==> src/sv/bsp_point_location_core_assert.svh <==
// Assertion macros shared by the BSP point location RTL.
`ifndef BSP_POINT_LOCATION_CORE_ASSERT_SVH
`define BSP_POINT_LOCATION_CORE_ASSERT_SVH

// Condition holds at every edge outside reset.
`define BSPL_ASSERT_ALWAYS(label, cond, msg) \
  label: assert property (@(posedge clk) disable iff (rst) (cond)) else $error(msg);

// Consequent holds in the same cycle as the antecedent.
`define BSPL_ASSERT_IMP(label, ante, cons, msg) \
  label: assert property (@(posedge clk) disable iff (rst) (ante) |-> (cons)) else $error(msg);

// Consequent holds in the cycle after the antecedent.
`define BSPL_ASSERT_NEXT(label, ante, cons, msg) \
  label: assert property (@(posedge clk) disable iff (rst) (ante) |=> (cons)) else $error(msg);

`endif

==> src/sv/bspl_pkg.sv <==
// Types and constants shared by the BSP point location modules.
package bspl_pkg;

  localparam logic [1:0] OP_PLANE  = 2'd0;
  localparam logic [1:0] OP_NODE   = 2'd1;
  localparam logic [1:0] OP_LOCATE = 2'd2;
  localparam logic [1:0] OP_NONE   = 2'd3;

  localparam int SLOT_W   = 12;
  localparam int NORM_W   = 16;
  localparam int COORD_W  = 24;
  localparam int CHILD_W  = 14;
  localparam int LEAF_W   = 13;
  localparam int PROD_W   = COORD_W + NORM_W;
  localparam int ACC_W    = 44;
  localparam int CNT_W    = 17;

  localparam int QUEUE_DEPTH = 4;
  localparam int QPTR_W      = 2;

  typedef struct packed {
    logic [1:0]                 op;
    logic [SLOT_W-1:0]          slot;
    logic signed [NORM_W-1:0]   nx;
    logic signed [NORM_W-1:0]   ny;
    logic signed [NORM_W-1:0]   nz;
    logic signed [COORD_W-1:0]  off;
    logic [SLOT_W-1:0]          plane;
    logic signed [CHILD_W-1:0]  front;
    logic signed [CHILD_W-1:0]  back;
    logic signed [COORD_W-1:0]  px;
    logic signed [COORD_W-1:0]  py;
    logic signed [COORD_W-1:0]  pz;
  } cmd_t;

  typedef struct packed {
    logic signed [NORM_W-1:0]   nx;
    logic signed [NORM_W-1:0]   ny;
    logic signed [NORM_W-1:0]   nz;
    logic signed [COORD_W-1:0]  off;
  } plane_t;

  typedef struct packed {
    logic [SLOT_W-1:0]          plane;
    logic signed [CHILD_W-1:0]  front;
    logic signed [CHILD_W-1:0]  back;
  } node_t;

endpackage

==> src/sv/bspl_front.sv <==
// Front end: accepts input words, drops unused ops, queues commands for the back end.
module bspl_front
  import bspl_pkg::*;
(
  input  logic                       clk,
  input  logic                       rst,
  input  logic                       item_valid,
  output logic                       item_ready,
  input  logic [1:0]                 op,
  input  logic [SLOT_W-1:0]          entry_index,
  input  logic signed [NORM_W-1:0]   normal_x,
  input  logic signed [NORM_W-1:0]   normal_y,
  input  logic signed [NORM_W-1:0]   normal_z,
  input  logic signed [COORD_W-1:0]  plane_ofs,
  input  logic [SLOT_W-1:0]          node_plane,
  input  logic signed [CHILD_W-1:0]  front_child,
  input  logic signed [CHILD_W-1:0]  back_child,
  input  logic signed [COORD_W-1:0]  point_x,
  input  logic signed [COORD_W-1:0]  point_y,
  input  logic signed [COORD_W-1:0]  point_z,
  output logic                       cmd_valid,
  input  logic                       cmd_ready,
  output cmd_t                       cmd
);

  cmd_t                queue [QUEUE_DEPTH];
  logic [QPTR_W-1:0]   wr_ptr;
  logic [QPTR_W-1:0]   rd_ptr;
  logic [QPTR_W:0]     count;
  logic                push;
  logic                pop;
  cmd_t                cmd_in;

  assign item_ready = (count != (QPTR_W+1)'(QUEUE_DEPTH));
  assign push       = item_valid && item_ready && (op != OP_NONE);
  assign pop        = cmd_valid && cmd_ready;
  assign cmd_valid  = (count != '0);
  assign cmd        = queue[rd_ptr];

  always_comb begin
    cmd_in.op    = op;
    cmd_in.slot  = entry_index;
    cmd_in.nx    = normal_x;
    cmd_in.ny    = normal_y;
    cmd_in.nz    = normal_z;
    cmd_in.off   = plane_ofs;
    cmd_in.plane = node_plane;
    cmd_in.front = front_child;
    cmd_in.back  = back_child;
    cmd_in.px    = point_x;
    cmd_in.py    = point_y;
    cmd_in.pz    = point_z;
  end

  always_ff @(posedge clk) begin
    if (push) begin
      queue[wr_ptr] <= cmd_in;
    end
  end

  always_ff @(posedge clk) begin
    if (rst) begin
      wr_ptr <= '0;
      rd_ptr <= '0;
      count  <= '0;
    end else begin
      if (push) begin
        wr_ptr <= wr_ptr + 1'b1;
      end
      if (pop) begin
        rd_ptr <= rd_ptr + 1'b1;
      end
      if (push && !pop) begin
        count <= count + 1'b1;
      end else if (pop && !push) begin
        count <= count - 1'b1;
      end
    end
  end

endmodule

==> config.mk <==
export PLATFORM = sky130hd
export DESIGN_NAME = bspl_front
export DESIGN_NICKNAME = d
export VERILOG_FILES = /design/src/sv/bsp_point_location_core_assert.svh /design/src/sv/bspl_pkg.sv /design/src/sv/bspl_front.sv
export SDC_FILE = /design/constraint.sdc
export NUM_CORES = 1
export LEC_CHECK = 0
export BUFFER_PORTS_ARGS = -buffer_cell sky130_fd_sc_hd__buf_4
export CAP_MARGIN = 20
export CELL_PAD_IN_SITES_DETAIL_PLACEMENT = 0
export CELL_PAD_IN_SITES_GLOBAL_PLACEMENT = 1
export CORE_ASPECT_RATIO = 1.5
export CORE_UTILIZATION = 40
export DETAILED_ROUTE_END_ITERATION = 16
export HOLD_SLACK_MARGIN = 0.08
export MAX_ROUTING_LAYER = met4
export PLACE_DENSITY = 0.76
export SLEW_MARGIN = 20
export SYNTH_ARGS = -nofsm -noshare
export SYNTH_HDL_FRONTEND = slang
export SYNTH_SLANG_ARGS = --single-unit
==> constraint.sdc <==
create_clock -name clk -period 8.3 [get_ports clk]
set_input_delay 1.66 -clock clk [delete_from_list [all_inputs] [get_ports clk]]
set_output_delay 1.66 -clock clk [all_outputs]
set_load 0.02 [all_outputs]
== Word level (Yosys, flattened, before mapping) ==
Memory sizes are Yosys's and may differ from the RTL's. A register that Yosys moved wholly into a read port is not among the register bits.
Cells that the tools add are included.

* Word-level logic and storage cells: 25
* Flip-flop bits (word level): 7
* Bits in latches: 0
* Memories: 1
* Bits of input ports: 202
* ROM bits: 0
* RAM bits: 792
* Output and inout bits: 200

{| class="wikitable"
|+ Memory list
! name !! words !! bits a word !! read ports !! clocked after memory_dff !! wr ports !! RTL line !! RTL
|-
| queue || 4 || 198 || 1 || 1 || 1 || bspl_front.sv:26 || <nowiki>cmd_t queue [QUEUE_DEPTH];</nowiki>
|}

* Shift operators: 0
* Reduce and logical (&&, ||, !) cells: 9
* Bitwise operators: 0
* Equality and inequality tests: 2
* Add/subtract/negate cells: 4
* Multipliers: 0
* Muxes and demuxes: 6
* Order comparisons: 0
* Divide/modulo/power cells: 0

{| class="wikitable"
|+ Operators by type and width
! cell !! number
|-
| 2-to-1 mux 3 bit || 2
|-
| logical AND 1 bit || 5
|-
| adder 2 x 1 -> 2 bit (second input constant) || 2
|-
| 2-to-1 mux 2 bit || 2
|-
| adder 3 x 1 -> 3 bit (second input constant) || 1
|-
| != test 3 bit (second input constant) || 1
|-
| nonzero test 3 bit || 1
|-
| subtractor 3 x 1 -> 3 bit (second input constant) || 1
|-
| zero test 1 bit || 2
|-
| 2-to-1 mux 1 bit || 2
|-
| != test 2 bit (second input constant) || 1
|-
| nonzero test 2 bit || 1
|}

== Depth between registers and ports, before layout ==
Gate-level depths: netlist of the first run.

* Depth after elaboration: 7
* Mapped depth: 8
* Mapped depth without buffers: 8

== Worst setup path before layout of the first run ==
Ideal clock, no wire load.

* Path kind: input-to-reg
* Start point: input op[0]
* End point: memory queue[0][0] (netlist bit) (enable)
* Data arrival time: 6.593 ns
* Library setup time: 0.583 ns
* Data required time: 7.717 ns
* Cell stages on the path: 2
* Path buffers: 0
* Path slack: 1.124 ns
* Path through: a221oi_4 -> and2_1

* Cells in the longest elaborated chain, start to end: 4

{| class="wikitable"
|+ Ends and longest elaborated chain
! element !! RTL line !! RTL
|-
| from (decl) || bspl_front.sv:9 || <nowiki>input logic [1:0] op,</nowiki>
|-
| != test 2 bit || bspl_front.sv:35 || <nowiki>assign push = item_valid && item_ready && (op != OP_NONE);</nowiki>
|-
| logical AND 1 bit || bspl_front.sv:35 ||
|-
| 2-to-1 mux 1 bit || bspl_front.sv:56 || <nowiki>if (push) begin</nowiki>
|-
| 2-to-1 mux 1 bit (not written as such) || bspl_front.sv:57 || <nowiki>queue[wr_ptr] <= cmd_in;</nowiki>
|-
| to (decl) || bspl_front.sv:26 ||
|}

Every way passes these cells.

==> results of run 1 <==
-- cell usage in the layout, fill, tap and decap left out, types with 5 or more instances in the layout --
master and n:
buf_4 411, clkinv_1 16, clkinv_2 8, clkinvlp_4 5, mux4_2 198, bufinv_16 6, clkbuf_1 11, clkbuf_16 77
buf_12 5, ha_1 5, nor2_1 8, dfxtp_1 7, edfxtp_1 792, diode_2 12
-- layout make-up --
class	count	area [µm²]	area share, %
Timing Repair Buffer	416	3190	8.97
Tap cell	915	1140	3.22
Antenna cell	12	30.0	0.0845
Multi-Input combinational cell	233	4750	13.4
Sequential cell	801	24000	67.5
Clock buffer	90	2000	5.62
Inverter	4	15.0	0.0423
Clock inverter	45	432	1.22
-- final timing paths --
path | from | end | slack [ns] | cells past startpoint
worst max-delay path | flop | cmd[20] | 3.35 | 4
worst min-delay path | rd_ptr[1] | flop | 0.54 | 2
worst max register to register | count[0] | queue[3][95] | 5.32 | 4
worst min register to register | rd_ptr[1] | flop | 0.54 | 2
-- metal layers --
metal / global-route usage (%) / vias to the layer above
met2: 28.3 / 443
li1: - / 5621
met3: 5.42 / 109
met1: 18.7 / 6776
met5: - / -
met4: 7.20 / 0
-- power by group through the flow --
stage	clock, µW	combinational, µW	sequential [µW]
after global routing	3600	2920	4900
after detailed placement	0	2810	4960
final	3380	2750	4880
after global placement	0	2790	4950
after floorplan	0	1770	4960
after CTS	3470	2820	4880
-- metrics by stage --
step                hold slack [ns]  power, µW  setup WS, ns  utilization [%]
detailed placement            0.526       7780          3.85             46.2
floorplan                     0.482       6740          1.12                -
global route                  0.587      11400          3.02             49.6
global placement              0.494       7740          3.85             46.2
CTS                           0.548      11200          3.15             49.6
finish                        0.541      11000          3.35             49.6
-- flip-flops by register name, summed over array words and instances, names as in the netlist, named ones only --
name	flops
queue	792
rd_ptr	2
count	3
wr_ptr	2
-- kinds of logic (layout without fill, tap and decap cells) --
kind of cell / after synthesis / in the layout
flops: 801 / 801
mux: 201 / 201
buf+inv: 49 / 555
simple gates: 17 / 17
fa+ha+maj: 6 / 6
compound gates: 5 / 5
xor+xnor: 4 / 4
other cells: 0 / 12
-- worst reg2reg max path, cell delays in order, from the launching register on --
cell      delay (ns)
dfxtp_1         0.46
nor2_1          0.12
a221oi_4        0.41
and2_4          0.79
buf_12          0.58
==> results.yml, run 1 <==
power_and_ir_drop:
  leakagePower_uw: 0.0117
  clockPowerShare_pct: 30.7
  irDropWorstVdd_mv: 0.255
  p_comb_share_pct: 25.0
  power_frac_seq_pct: 44.3
  p_sw_share_pct: 27.7
  power.internal_uw: 7950
  power_density_nw_per_um2: 310
  switchingPower_uw: 3050
logic_synthesis:
  synthCells: 1083
  synth.area.mux_share_pct: 15.5
  synth.distinct_cells: 23
  synth_top_family_by_area: "multiplexers"
  async_flop_share_pct: 0
  synth_compound_area_share_pct: 0.181
  yosysTopAreaCell: "edfxtp_1"
  synth-edff-count: 792
  synthSimpleGateAreaFrac_pct: 0.289
  synth_fa_ha_area_share_pct: 0.284
  yosys_most_used_dff: "edfxtp_1"
  synth.top_cell.area_share_pct: 81.9
  yosys_register_bits: 801
  yosysMostFrequentCell: "edfxtp_1"
  synth_nets: 1291
  synth_xor_area_share_pct: 0.121
  ys_top_cells_by_count: "edfxtp_1, mux4_2, buf_2"
  synthTopCellsByArea: "edfxtp_1, mux4_2, dfxtp_1"
  avgSynthCellArea_um2: 26.8
  ys_seq_area_share_pct: 82.5
  synth.cell_area_um2: 29000
  yosys_warnings: 0
critical_path:
  critical_path_required_ns: 6.64
  arrival_ns: 3.29
  path_buf_inv: 3
  crit_chain: "buf_4 > buf_4 > mux4_2 > buf_4"
  path_max_fanout: 41
  path_class: "flop to output port"
  end_kind: "output port"
  crit_slowest_cell: "buf_4"
  crit_top_cell: "buf_4"
  critPathMaxStageDelay_ns: 0.66
  cp_top_family: "buffers and inverters"
  crit_path_start_kind: "flop"
global_route:
  antenna_found_initial: 12
  grt_use_total_pct: 17.0
  grt_remaining_overflow: 0
  grt_pass1_vias: 14100
  grt_max_degree: 116
  grt_pass1_wl_um: 89700
timing:
  fin_tns_setup_ns: 0
  setup_viol: 0
  finalCritPeriodShare_pct: 59.6
  tightest_slew_ns: 0.999
  rsz0062_at_grt: "no"
  max_slew_margin_pct: 33.4
  skew_ns: 0.0216
  max_freq_ghz: 0.202
  min_period_ns: 4.95
  drv_slew: 0
  hold_violations: 0
layout:
  fin_area_um2: 35500
  stdcell_count: 2516
  drive_gt1_share_pct: 45.9
  synthToLayoutAreaGrowth_pct: 22.4
  fillCellCount: 5637
  nNetsFinal: 1740
floorplanning:
  fp.dieW_um: 222
  coreArea_um2: 71600
  die_y_um: 332
  rows: 120
  io_pins: 402
  initial_core_util_pct: 40.5
  dieArea_um2: 73700
placement:
  place_area_um2: 33100
  dp.final_hpwl_um: 37300
  gp_congestion: 0.774
  placed_cells: 2369
  io_buffers: 401
cts:
  h-tree-depth: 3
  clockBufferDepth: 3
  holdBufCountCts: 0
  cts_setup_buffers: 0
  clock-sinks: 801
  cts.repair.resized: 0
  clkLatencyLatePin_ns: 0.62
  clk_pin_slew_ns: 0.06
  root_buffer: "clkbuf_16"
  cts_tree: "done"
  cts-buffers-inserted: 76
detailed_routing:
  drtAntennaViolNets: 0
  dr_wl_met2_um: 31400
  drt_iter0_drc: 814
  vias_per_cell: 5.15
  met3WireLength_um: 4720
  totalWireLength_um: 60100
  met1_length_um: 22100
  highest_layer: "met4"
  first_pass_iters: 5
  vias: 12900
  post_drt_wl_per_cell_um: 23.9
  drc: 0
flow_run:
  max_cap_violations: 0
run_status:
  outcome: "complete, no violations"
worst_hold_path:
  min_path_type: "flop to flop"
Power figures use the tool's default switching activity.
==> run 2: changes to the inputs <==
Settings changed: ABC_AREA set to 1, PLACE_DENSITY 0.76 to 0.82.
Clock period 8.3 ns to 4.5 ns, I/O delays scaled along.
==> run 2 against run 1 <==
  * Flip-flop and latch count unchanged
  * Global-route usage up 1.8 points
  * Critical path type unchanged
  * Die area up 2.8%
  * Via count up 39%
  * Utilization down 0.81 points
  * Sequential power up 84%
  * Power up 87%
  * First-iteration DRC count up 69%
  * Wire length up 17%
  * Clock-buffer cell count down 3
  * Clock skew up 0.0046 ns
==> results.yml, run 2 <==
timing:
  min_period_ns: 3.86
  fin_tns_setup_ns: 0
  max_freq_ghz: 0.259
  whs_ns: 0.472
  drv_slew: 0
  rsz0062_at_grt: "no"
  final.setup.worst_slack_ns: 0.639
  finalCritPeriodShare_pct: 85.8
  skew_ns: 0.0261
  setup_viol: 0
  hold_violations: 0
  max_slew_margin_pct: 21.6
  tightest_slew_ns: 1.18
power_and_ir_drop:
  irDropWorstVdd_mv: 0.572
  leakagePower_uw: 0.0124
  power_density_nw_per_um2: 570
cts:
  clockBufferDepth: 3
  clkLatencyLatePin_ns: 0.62
  cts_tree: "done"
  root_buffer: "clkbuf_16"
  clk_pin_slew_ns: 0.06
  h-tree-depth: 3
  clock-sinks: 801
  cts_setup_buffers: 0
  cts-buffers-inserted: 74
  holdBufCountCts: 0
  cts.repair.resized: 0
critical_path:
  crit_path_start_kind: "flop"
  path_max_fanout: 66
  end_kind: "output port"
  arrival_ns: 2.96
  critical_path_required_ns: 3.60
  path_class: "flop to output port"
detailed_routing:
  drtAntennaViolNets: 0
  first_pass_iters: 5
  drc: 0
  totalWireLength_um: 70200
  drt_iter0_drc: 1374
  post_drt_wl_per_cell_um: 20.5
  vias_per_cell: 5.24
  vias: 18000
logic_synthesis:
  yosys_most_used_dff: "edfxtp_1"
  synth-edff-count: 792
  synth_fa_ha_area_share_pct: 0.277
  synth.cell_area_um2: 29900
  synthCells: 1984
  synth.top_cell.area_share_pct: 79.7
  synthTopCellsByArea: "edfxtp_1, nor2_1, o21ai_0"
  yosysTopAreaCell: "edfxtp_1"
  synth_nets: 2192
  synth.distinct_cells: 21
  ys_seq_area_share_pct: 80.3
  synth_top_family_by_area: "compound AO/OA/AOI/OAI gates"
  yosys_warnings: 0
  synth.area.mux_share_pct: 0
  async_flop_share_pct: 0
  synth_xor_area_share_pct: 0.0293
  yosys_register_bits: 801
  synth_compound_area_share_pct: 10.9
  ys_top_cells_by_count: "edfxtp_1, nor2_1, o21ai_0"
  synthSimpleGateAreaFrac_pct: 5.42
  yosysMostFrequentCell: "edfxtp_1"
  avgSynthCellArea_um2: 15.0
layout:
  largest_register: "queue"
  nNetsFinal: 2575
  drive_gt1_share_pct: 22.8
  largest_reg_flops: 792
  final_core_util_pct: 48.8
  fillCellCount: 6315
  reg_top3: "queue: 792 flops, count: 3 flops"
  synthToLayoutAreaGrowth_pct: 20.8
  final_cell_mix: "edfxtp_1, buf_4, nor2_1"
  final_common_cell: "edfxtp_1"
global_route:
  grt_use_total_pct: 18.7
  grt_pass1_wl_um: 105000
  grt_max_degree: 201
  grt_remaining_overflow: 0
  grt_pass1_vias: 18400
  antenna_found_initial: 11
floorplanning:
  initial_core_util_pct: 40.4
  io_pins: 402
  die_y_um: 337
  rows: 122
  dieArea_um2: 75800
  coreArea_um2: 73900
  fp.dieW_um: 225
flow_run:
  max_cap_violations: 0
placement:
  place_ws_ns: 1.28
  io_buffers: 401
  gp_congestion: 0.797
  dp.final_hpwl_um: 41400
worst_hold_path:
  min_path_type: "primary input to flop"
run_status:
  outcome: "complete, no violations"
[run 2: kinds of logic after synthesis]
group | count (synthesis)
adder cells (fa/ha/maj) | 6
XOR/XNOR | 1
flip-flops | 801
AND/OR/NAND/NOR | 430
AO/OA/AOI/OAI | 599
buffers and inverters | 147
[run 2: stage by stage]
step                      total power, µW  instance area, µm²  cells
after CTS                           20700               36000   3414
after detailed placement            14800               33700   3283
after global routing                21400               36000   3424
after global placement              14700               33700   3283
final                               20500               36000   3426
after floorplan                     12600               29900   1984
[run 2: final timing paths]
kind | from | to | slack [ns] | depth (start not counted)
worst max register to register | count[0] | queue[2][31] | 2.15 | 5
worst min-delay path | rst | rd_ptr[0] | 0.47 | 2
worst max-delay path | flop | cmd[89] | 0.64 | 6
worst min register to register | rd_ptr[0] | rd_ptr[0] | 0.50 | 2
[run 2: per-layer routing]
metal	GRT usage (%)	share of wire (%)
met1	20.7	37
met2	31.9	52
met5	-	0
met4	8.73	3.5
met3	4.42	7.0
[run 2: worst max-delay path: stages, from the launching register on]
cell and delay [ns]:
dfxtp_4 0.49, inv_6 0.10, buf_4 0.58, buf_4 0.46, o21ai_0 0.15, o22ai_1 0.22, buf_4 0.19
[run 2: final cells by class]
class | count | area [µm²] | share of cell area, %
diodes | 12 | 30.0 | 0.0833
clock buffers | 87 | 1920 | 5.33
clock inverters | 44 | 354 | 0.982
inverters | 17 | 81.3 | 0.226
multi-input cells | 1036 | 5000 | 13.9
flip-flops and latches | 801 | 24000 | 66.5
well taps | 992 | 1240 | 3.44
repair buffers | 437 | 3450 | 9.56
[run 2: where the power goes]
group	switching, µW	leakage (µW)	total, µW	internal [µW]
combinational	3720	0.00396	5620	1900
clock	2660	0.00112	5930	3260
sequential	156	0.00730	9000	8840
total	6540	0.0124	20500	14000
==> run 3: changes to the inputs <==
Settings changed: BUFFER_PORTS_ARGS -buffer_cell sky130_fd_sc_hd__buf_4 to -buffer_cell sky130_fd_sc_hd__buf_2, SKIP_CTS_REPAIR_TIMING set to 1.
==> run 3 against run 2 <==
  * Clock-buffer cell count fell by 4
  * Combinational power fell by 9.6%
  * Die area did not move
  * Design area fell by 2.2%
  * Register-to-register slack improved by 0.15 ns
  * Sequential share of layout area rose by 1.5 points
  * Clock power rose by 4.9%
  * Non-clock buffer count fell by 3
  * Utilization fell by 1.1 points
  * Fmax rose by 5.2%
  * Critical path depth fell by 1
  * First-iteration DRC count fell by 11%
  * Critical endpoint is now cmd[127]
  * Largest power group unchanged
==> results.yml, run 3 (synthesized netlist as in run 2, its figures left out) <==
critical_path:
  setup.reg_to_reg.worst_slack_ns: 2.30
  path_max_fanout: 149
  r2r_cells: 5
  critical_path_required_ns: 3.60
  r2r-end: "queue[0][124]"
  path_class: "flop to output port"
  end_kind: "output port"
  r2r_start: "count[1]"
  arrival_ns: 2.77
  crit_path_start_kind: "flop"
cts:
  cts_tree: "done"
  cts-buffers-inserted: 73
  h-tree-depth: 3
  root_buffer: "clkbuf_16"
  clkLatencyLatePin_ns: 0.61
  clk_pin_slew_ns: 0.06
  clock-sinks: 801
  clockBufferDepth: 3
worst_hold_path:
  min_path_type: "primary input to flop"
  holdPathEnd: "queue[0][77]"
  worstHoldStart: "back_child[5]"
  hold_depth: 1
timing:
  max_slew_margin_pct: 34.0
  drv_slew: 0
  hold_violations: 0
  setup_viol: 0
  skew_ns: 0.0174
  finalCritPeriodShare_pct: 81.6
  max_freq_ghz: 0.272
  final.setup.worst_slack_ns: 0.829
  rsz0062_at_grt: "no"
  fin_tns_setup_ns: 0
  min_period_ns: 3.67
  tightest_slew_ns: 0.990
power_and_ir_drop:
  power_density_nw_per_um2: 576
  power_uw: 20300
  irDropWorstVdd_mv: 0.397
  leakagePower_uw: 0.0121
detailed_routing:
  highest_layer: "met4"
  drtAntennaViolNets: 0
  met1_length_um: 25600
  dr_wl_met2_um: 35500
  met3WireLength_um: 4720
  drt_iter0_drc: 1219
  first_pass_iters: 5
  post_drt_wl_per_cell_um: 20.0
  totalWireLength_um: 68800
  drc: 0
  vias: 18100
  vias_per_cell: 5.26
global_route:
  grt_max_degree: 170
  grt_use_total_pct: 18.2
  antenna_found_initial: 24
  grt_remaining_overflow: 0
  grt_pass1_vias: 18300
  grt_pass1_wl_um: 103000
layout:
  largest_register: "queue"
  nNetsFinal: 2571
  synthToLayoutAreaGrowth_pct: 18.0
  final_cell_mix: "edfxtp_1, nor2_1, buf_2"
  drive_gt1_share_pct: 22.9
  largest_reg_flops: 792
  reg_top3: "queue: 792 flops, count: 3 flops"
  final_common_cell: "edfxtp_1"
placement:
  dp.final_hpwl_um: 40600
  io_buffers: 401
  gp_congestion: 0.779
  place_ws_ns: 1.50
floorplanning:
  dieArea_um2: 75800
  fp.dieW_um: 225
  io_pins: 402
  initial_core_util_pct: 40.4
  die_y_um: 337
  rows: 122
  coreArea_um2: 73900
flow_run:
  max_cap_violations: 0
run_status:
  outcome: "complete, no violations"
==> run 3: cell type report <==
| type | count | area [µm²] |
|---|---|---|
| well taps | 992 | 1240 |
| repair buffers | 434 | 2480 |
| multi-input cells | 1036 | 5000 |
| inverters | 17 | 81.3 |
| fillers | 6356 | 38600 |
| clock inverters | 47 | 495 |
| flip-flops and latches | 801 | 24000 |
| clock buffers | 83 | 1910 |
| diodes | 25 | 62.6 |
==> run 3: worst max-delay path, cell delays in order, from the launching register on <==
cell and delay [ns]:
dfxtp_4 0.57, clkinv_8 0.52, buf_12 0.44, o21ai_1 0.18
o22ai_1 0.11, buf_2 0.17
==> run 3: worst max-delay path by stage <==
| stage | endpoint | slack (ns) | cells after the start |
|---|---|---|---|
| floorplan | queue[0][0] | -0.07 | 3 |
| global placement | cmd[84] | 1.54 | 5 |
| detailed placement | cmd[64] | 1.50 | 5 |
| CTS | cmd[120] | 0.80 | 5 |
| global route | cmd[119] | 0.63 | 5 |
| finish | cmd[127] | 0.83 | 5 |
==> run 3: through the flow <==
stage               util, %  cells  instance area (µm²)  hold slack (ns)
floorplan                 -   1984                29900            0.459
global placement       44.4   3280                32800            0.486
detailed placement     44.4   3280                32800            0.499
CTS                    47.6   3410                35200            0.439
global route           47.7   3433                35200            0.449
finish                 47.7   3435                35200            0.494
==> run 3: power by group <==
part	internal, µW	switching [µW]	leakage (µW)	total, µW
logic	1420	3660	0.00361	5080
registers	8840	171	0.00730	9010
clock network	3540	2670	0.00116	6220
total	13800	6510	0.0121	20300
==> run 3: per-layer routing <==
metal / vias to the layer above / GRT usage [%]
met4: 0 / 9.44
li1: 8293 / -
met3: 161 / 4.42
met2: 638 / 31.4
met5: - / -
met1: 8992 / 19.3
